**src/rtl/core/amat_pkg.sv**
```systemverilog
// Shared widths, function codes and the per-cell control bundle of the
// all-patterns substring matcher. No dependencies.
`timescale 1ns / 1ps

package amat_pkg;

	localparam int FUNC_W  = 2;
	localparam int IDX_W   = 3;
	localparam int POS_W   = 5;
	localparam int BYTE_W  = 8;
	localparam int COUNT_W = 4;
	localparam int MASK_W  = 8;

	// Load positions are POS_W bits wide, so no more cells than this can be filled.
	localparam int MAX_CELLS = 1 << POS_W;

	localparam logic [FUNC_W-1:0] FUNC_LOAD = 2'd0;
	localparam logic [FUNC_W-1:0] FUNC_SCAN = 2'd1;
	localparam logic [FUNC_W-1:0] FUNC_END  = 2'd2;

	typedef struct packed {
		logic              shift;
		logic              clear;
		logic              load;
		logic [IDX_W-1:0]  load_idx;
		logic [POS_W-1:0]  load_pos;
		logic [BYTE_W-1:0] load_byte;
	} cell_ctl_t;

endpackage

```
**src/rtl/core/amat_cell.sv**
```systemverilog
// One cell of the history chain: a history byte, the stored pattern bytes at
// this position, and per-pattern aligned bytes compared against the history.
// Depends on amat_pkg.
`timescale 1ns / 1ps

module amat_cell import amat_pkg::*; #(
	parameter int NUM_PATTERNS = 8,
	parameter int INDEX        = 0
) (
	input  logic                    clk,
	input  logic                    arst_n,
	input  cell_ctl_t               ctl,
	input  logic [BYTE_W-1:0]       hist_in,
	output logic [BYTE_W-1:0]       hist_out,
	output logic [BYTE_W-1:0]       store_byte [NUM_PATTERNS],
	input  logic [BYTE_W-1:0]       aligned_d  [NUM_PATTERNS],
	output logic [NUM_PATTERNS-1:0] hit
);

	logic [BYTE_W-1:0] hist_q;
	logic [BYTE_W-1:0] store_q   [NUM_PATTERNS];
	logic [BYTE_W-1:0] aligned_q [NUM_PATTERNS];

	always_ff @(posedge clk or negedge arst_n) begin
		if (!arst_n) begin
			hist_q <= '0;
		end else if (ctl.clear) begin
			hist_q <= '0;
		end else if (ctl.shift) begin
			hist_q <= hist_in;
		end
	end

	always_ff @(posedge clk) begin
		for (int p = 0; p < NUM_PATTERNS; p++) begin
			if (ctl.load && ctl.load_pos == POS_W'(INDEX) && int'(ctl.load_idx) == p) begin
				store_q[p] <= ctl.load_byte;
			end
		end
	end

	// The aligned bytes are recomputed from the store every cycle, so a load
	// reaches them via store_q and then aligned_q; scan bytes enter via hist_q.
	always_ff @(posedge clk) begin
		aligned_q <= aligned_d;
	end

	always_comb begin
		for (int p = 0; p < NUM_PATTERNS; p++) begin
			hit[p] = (aligned_q[p] == hist_q);
		end
	end

	assign hist_out   = hist_q;
	assign store_byte = store_q;

endmodule

```
**config.mk**
```make
export PLATFORM = sky130hd
export DESIGN_NAME = amat_cell
export DESIGN_NICKNAME = d
export VERILOG_FILES = /design/src/rtl/core/amat_pkg.sv /design/src/rtl/core/amat_cell.sv
export SDC_FILE = /design/constraint.sdc
export NUM_CORES = 1
export LEC_CHECK = 0
export ABC_AREA = 0
export CAP_MARGIN = 20
export CORE_MARGIN = 4
export CORE_UTILIZATION = 45
export CTS_BUF_LIST = sky130_fd_sc_hd__clkbuf_4 sky130_fd_sc_hd__clkbuf_8
export DETAILED_ROUTE_END_ITERATION = 6
export DONT_BUFFER_PORTS = 1
export SLEW_MARGIN = 20
export SYNTH_ARGS = -nofsm -noshare
export SYNTH_HDL_FRONTEND = slang
export SYNTH_SLANG_ARGS = --single-unit
```
**constraint.sdc**
```tcl
create_clock -name clk -period 2.9 [get_ports clk]
set_clock_uncertainty 0.15 [all_clocks]
set_input_delay 0.29 -clock clk [delete_from_list [all_inputs] [get_ports clk]]
set_output_delay 0.29 -clock clk [all_outputs]
set_load 0.02 [all_outputs]
```
Yosys cells after proc, flatten, opt, wreduce, memory -nomap -nowiden
Index checks and enable logic that the tools add are counted.
- input bits: 93
- flip-flop bits (word level): 136
- word-level logic and storage cells: 46
- output and inout bits: 80
- reductions and logical operators: 12
- eq/ne operators: 15
- multiplexer cells: 2
- operator list (operator ; count):
    $eq 8x8->1 ; 8
    $mux 8 ; 2
    $eq 3x3->1 const B ; 4
    $logic_and 1x1->1 ; 9
    $eq 3x2->1 const B ; 2
    $logic_not 5->1 ; 1
    $eq 3x1->1 const B ; 1
    $logic_not 3->1 ; 1
    $reduce_bool 2->1 ; 1

Logic depth before layout (Yosys ltp)
- depth in word-level cells: 3
- depth in mapped cells: 4
- gate-level depth less buffers: 3

Least setup slack after synthesis
OpenSTA, ideal clock, no wires.
- path type: input to register
- from: in ctl[9] (netlist name)
- to: reg store_q, in the netlist store_byte[40], enable pin
- slack: 0.542 ns
- cell stages on the path: 3
- arrival: 1.825 ns
- library setup time: 0.383 ns
- cells stage by stage: or4_4 or3_1 nor3_1
- word-level cells in the longest chain between the ends: 3
- ends and longest elaborated chain (element ; RTL line ; text):
    start: declaration ; amat_cell.sv:12 ; input cell_ctl_t ctl,
    $logic_not 5->1 ; amat_cell.sv:36 ; if (ctl.load && ctl.load_pos == POS_W'(INDEX) && int'(ctl.load_idx) == p) begin
    $logic_and 1x1->1 (2 in series) ; amat_cell.sv:36 ;
    end signal: indexed assignment ; amat_cell.sv:37 ; store_q[p] <= ctl.load_byte;
    end: declaration ; amat_cell.sv:21 ; logic [BYTE_W-1:0] store_q [NUM_PATTERNS];
No other way between the ends.
A chain may end at the register's enable or synchronous reset.

Worst setup path after layout
- from: reg hist_q[0] (netlist: hist_out[0])
- to: out hit[4]
- word-level cells in the longest chain between the ends: 1
- ends and longest elaborated chain (element ; RTL line ; text):
    start: declaration ; amat_cell.sv:20 ; logic [BYTE_W-1:0] hist_q;
    start signal: assignment ; amat_cell.sv:30 ; hist_q <= hist_in;
    $eq 8x8->1 ; amat_cell.sv:50 ; hit[p] = (aligned_q[p] == hist_q);
    end: declaration ; amat_cell.sv:17 ; output logic [NUM_PATTERNS-1:0] hit
No other way between the ends.

==> flow_metrics.py <==
metrics = {
    "layout": {
        "n_antenna_cell": 0,
        "final_common_cell": "dlygate4sd3_1",
        "final_nets": 465,
        "fill_cells": 718,
        "synthToLayoutAreaGrowth_pct": 35.08,
        "fin_util_pct": 63.01,
        "final_cell_mix": "dlygate4sd3_1, xnor2_1, dfxtp_1, edfxtp_1, nor2_1",
        "drive_gt1_share_pct": 11.43,
    },
    "clock_network": {
        "clock-root-buffer": "clkbuf_8",
        "cts.sinks": 136,
        "postCtsResizedCells": 0,
        "htree_levels": 4,
        "cts_tree": "yes",
        "numCtsBuffers": 17,
        "clk_pin_slew_ps": 80,
        "insertion_delay_ps": 420,
        "clock_path_buffers": 2,
    },
    "power": {
        "vdd_drop_max_uv": 498.5,
        "leakage_nw": 2.042,
        "power_mw": 4.015,
        "power_density_mw_per_mm2": 686.4,
    },
    "yosys": {
        "synth_area_mm2": 0.004330,
        "synthMuxAreaShare_pct": 1.849,
        "yosys.area_share.xor_xnor_pct": 12.94,
        "yosysSeqAreaShare_pct": 78.59,
        "synth_top_family_by_area": "XOR/XNOR gates",
        "synth_fp_nets": 358,
        "synth.avg_cell_area_um2": 16.34,
        "synth_cell_types": 16,
        "yosys_warnings": 0,
        "synth-compound-area-share_pct": 0,
        "synth.ff_latch_count": 136,
        "synth_cells": 265,
        "synth-adder-area-share_pct": 0,
        "post_synth_and_or_nand_nor_area_fraction_pct": 5.750,
    },
    "grt": {
        "overflow": 0,
        "grt_max_degree": 17,
        "grt_usage_pct": 19.21,
        "antenna_found_initial": 0,
        "grt_pass1_wl_um": 15540,
        "first_global_vias": 2634,
    },
    "floorplanning": {
        "die_x_um": 106.1,
        "rows": 35,
        "start_util_pct": 46.64,
        "die-area_mm2": 0.01126,
        "die_h_um": 106.1,
        "ios": 173,
        "core_mm2": 0.009284,
    },
    "worst_setup_path": {
        "crit_fanout": 10,
        "worst-setup-path-type": "flop to primary output",
        "start_kind": "flop",
        "crit_path_end_kind": "primary output",
        "critPathRequiredTime_ps": 2460,
        "critical_path_arrival_ps": 2020,
        "reg2regPathDepth": 3,
        "r2r_slack_ps": 1020,
    },
    "timing": {
        "report.final.slew_viol_count": 0,
        "worst_pin_slew_ps": 740.2,
        "max-slew-margin-rel_pct": 50.65,
        "setup_slack_ps": 438.1,
        "tns_ps": 0,
        "finalHoldViolCount": 0,
        "fin_crit_sh_pct": 84.89,
        "fmaxAchievable_ghz": 0.4062,
        "min_period_ps": 2462,
        "rsz0062_at_grt": "false",
        "report.final.setup_viol": 0,
    },
    "run": {
        "cap_viol_max_count": 0,
    },
    "detailed_routing": {
        "final_antenna_net_count": 0,
        "vias": 2398,
        "routed_via_density": 4.665,
        "finalWirelength_um": 10300,
        "initialDrtViolationCount": 66,
        "drcViolationCount": 0,
        "drtPass1Iterations": 4,
        "wl_per_cell_um": 20.04,
    },
    "place": {
        "port-buffer-count": 0,
        "routabilityCongestion": 0.7598,
        "post-place-ws_ps": 785.7,
        "dp_hpwl_um": 6597,
    },
    "hold_path": {
        "hp-class": "input port to asynchronous set/reset pin",
    },
    "outcome": {
        "outcome": "finished clean",
    },
}
==> layout make-up <==
type                       instances  area (µm²)  area share (%)
multi-input combinational        119       889.6           15.21
timing repair buffer              98       958.4           16.39
clock inverter                    15       202.7           3.465
sequential                       136        3403           58.18
tap                              129       161.4           2.759
clock buffer                      17       234.0           4.000
==> cells by family after synthesis <==
family / count (synthesis)
DFF: 136
xor gates and xnor gates: 64
and+or+nand+nor: 47
buffers and inverters: 10
muxes: 8
==> synthesized netlist by cell type <==
master	n	area share, %
or4_4	1	0.26
nor3_2	1	0.23
edfxtp_1	64	44
buf_1	4	0.35
dfxtp_1	64	30
nand2b_1	2	0.29
nand4_1	16	2.3
clkbuf_1	6	0.52
nor2_1	22	1.9
xnor2_1	64	13
or4b_4	1	0.32
dfrtp_1	8	4.6
mux2i_1	8	1.8
nand2_1	2	0.17
nor3_1	1	0.12
or3_1	1	0.14
==> flip-flops by register name, indices dropped and copies added, names as in the netlist <==
register    count
store_byte     64
hist_out        8
aligned_q      64
==> worst max-delay path, stage by stage (launching register included) <==
cell,delay [ps]
dfrtp_1,790
xnor2_1,190
nand4_1,200
nor2_1,410
==> worst paths after layout <==
path | start | endpoint
setup / recovery | hist_out[0] | hit[4]
hold / removal | arst_n | hist_out[0]
setup reg to reg | hist_out[3] | hist_out[3]
hold reg to reg | hist_out[1] | hist_out[1]
max in group asynchronous | arst_n | hist_out[4]
min in group clk | ctl[15] | store_byte[42]
==> routing by layer <==
metal / track usage [%] / up-vias / routed length (µm)
met4: 7.771 / 0 / 193
met1: 22.45 / 1157 / 4077
met5: 0 / - / 0
met3: 7.165 / 14 / 650
li1: - / 1132 / -
met2: 32.01 / 95 / 5378
==> stage by stage <==
step / instance area, µm² / instances / hold WS, ps
after floorplan: 4330 / 265 / -155.6
after global placement: 4522 / 393 / -155.2
after detailed placement: 4522 / 393 / -155.1
after CTS: 5849 / 514 / 37.75
after global routing: 5849 / 514 / 41.39
final: 5849 / 514 / 72.23
==> timing repair <==
action                                 CTS  global route
endpoints found under the hold margin  144             0
setup endpoints to repair                0             0
buffers inserted                         0             0
hold buffers                            89             0
==> report_power, final <==
group,switching [mW],internal [mW]
Sequential,0.0648,2.06
Combinational,0.0742,0.156
Clock,0.721,0.937
Power figures use the tool's default switching activity.
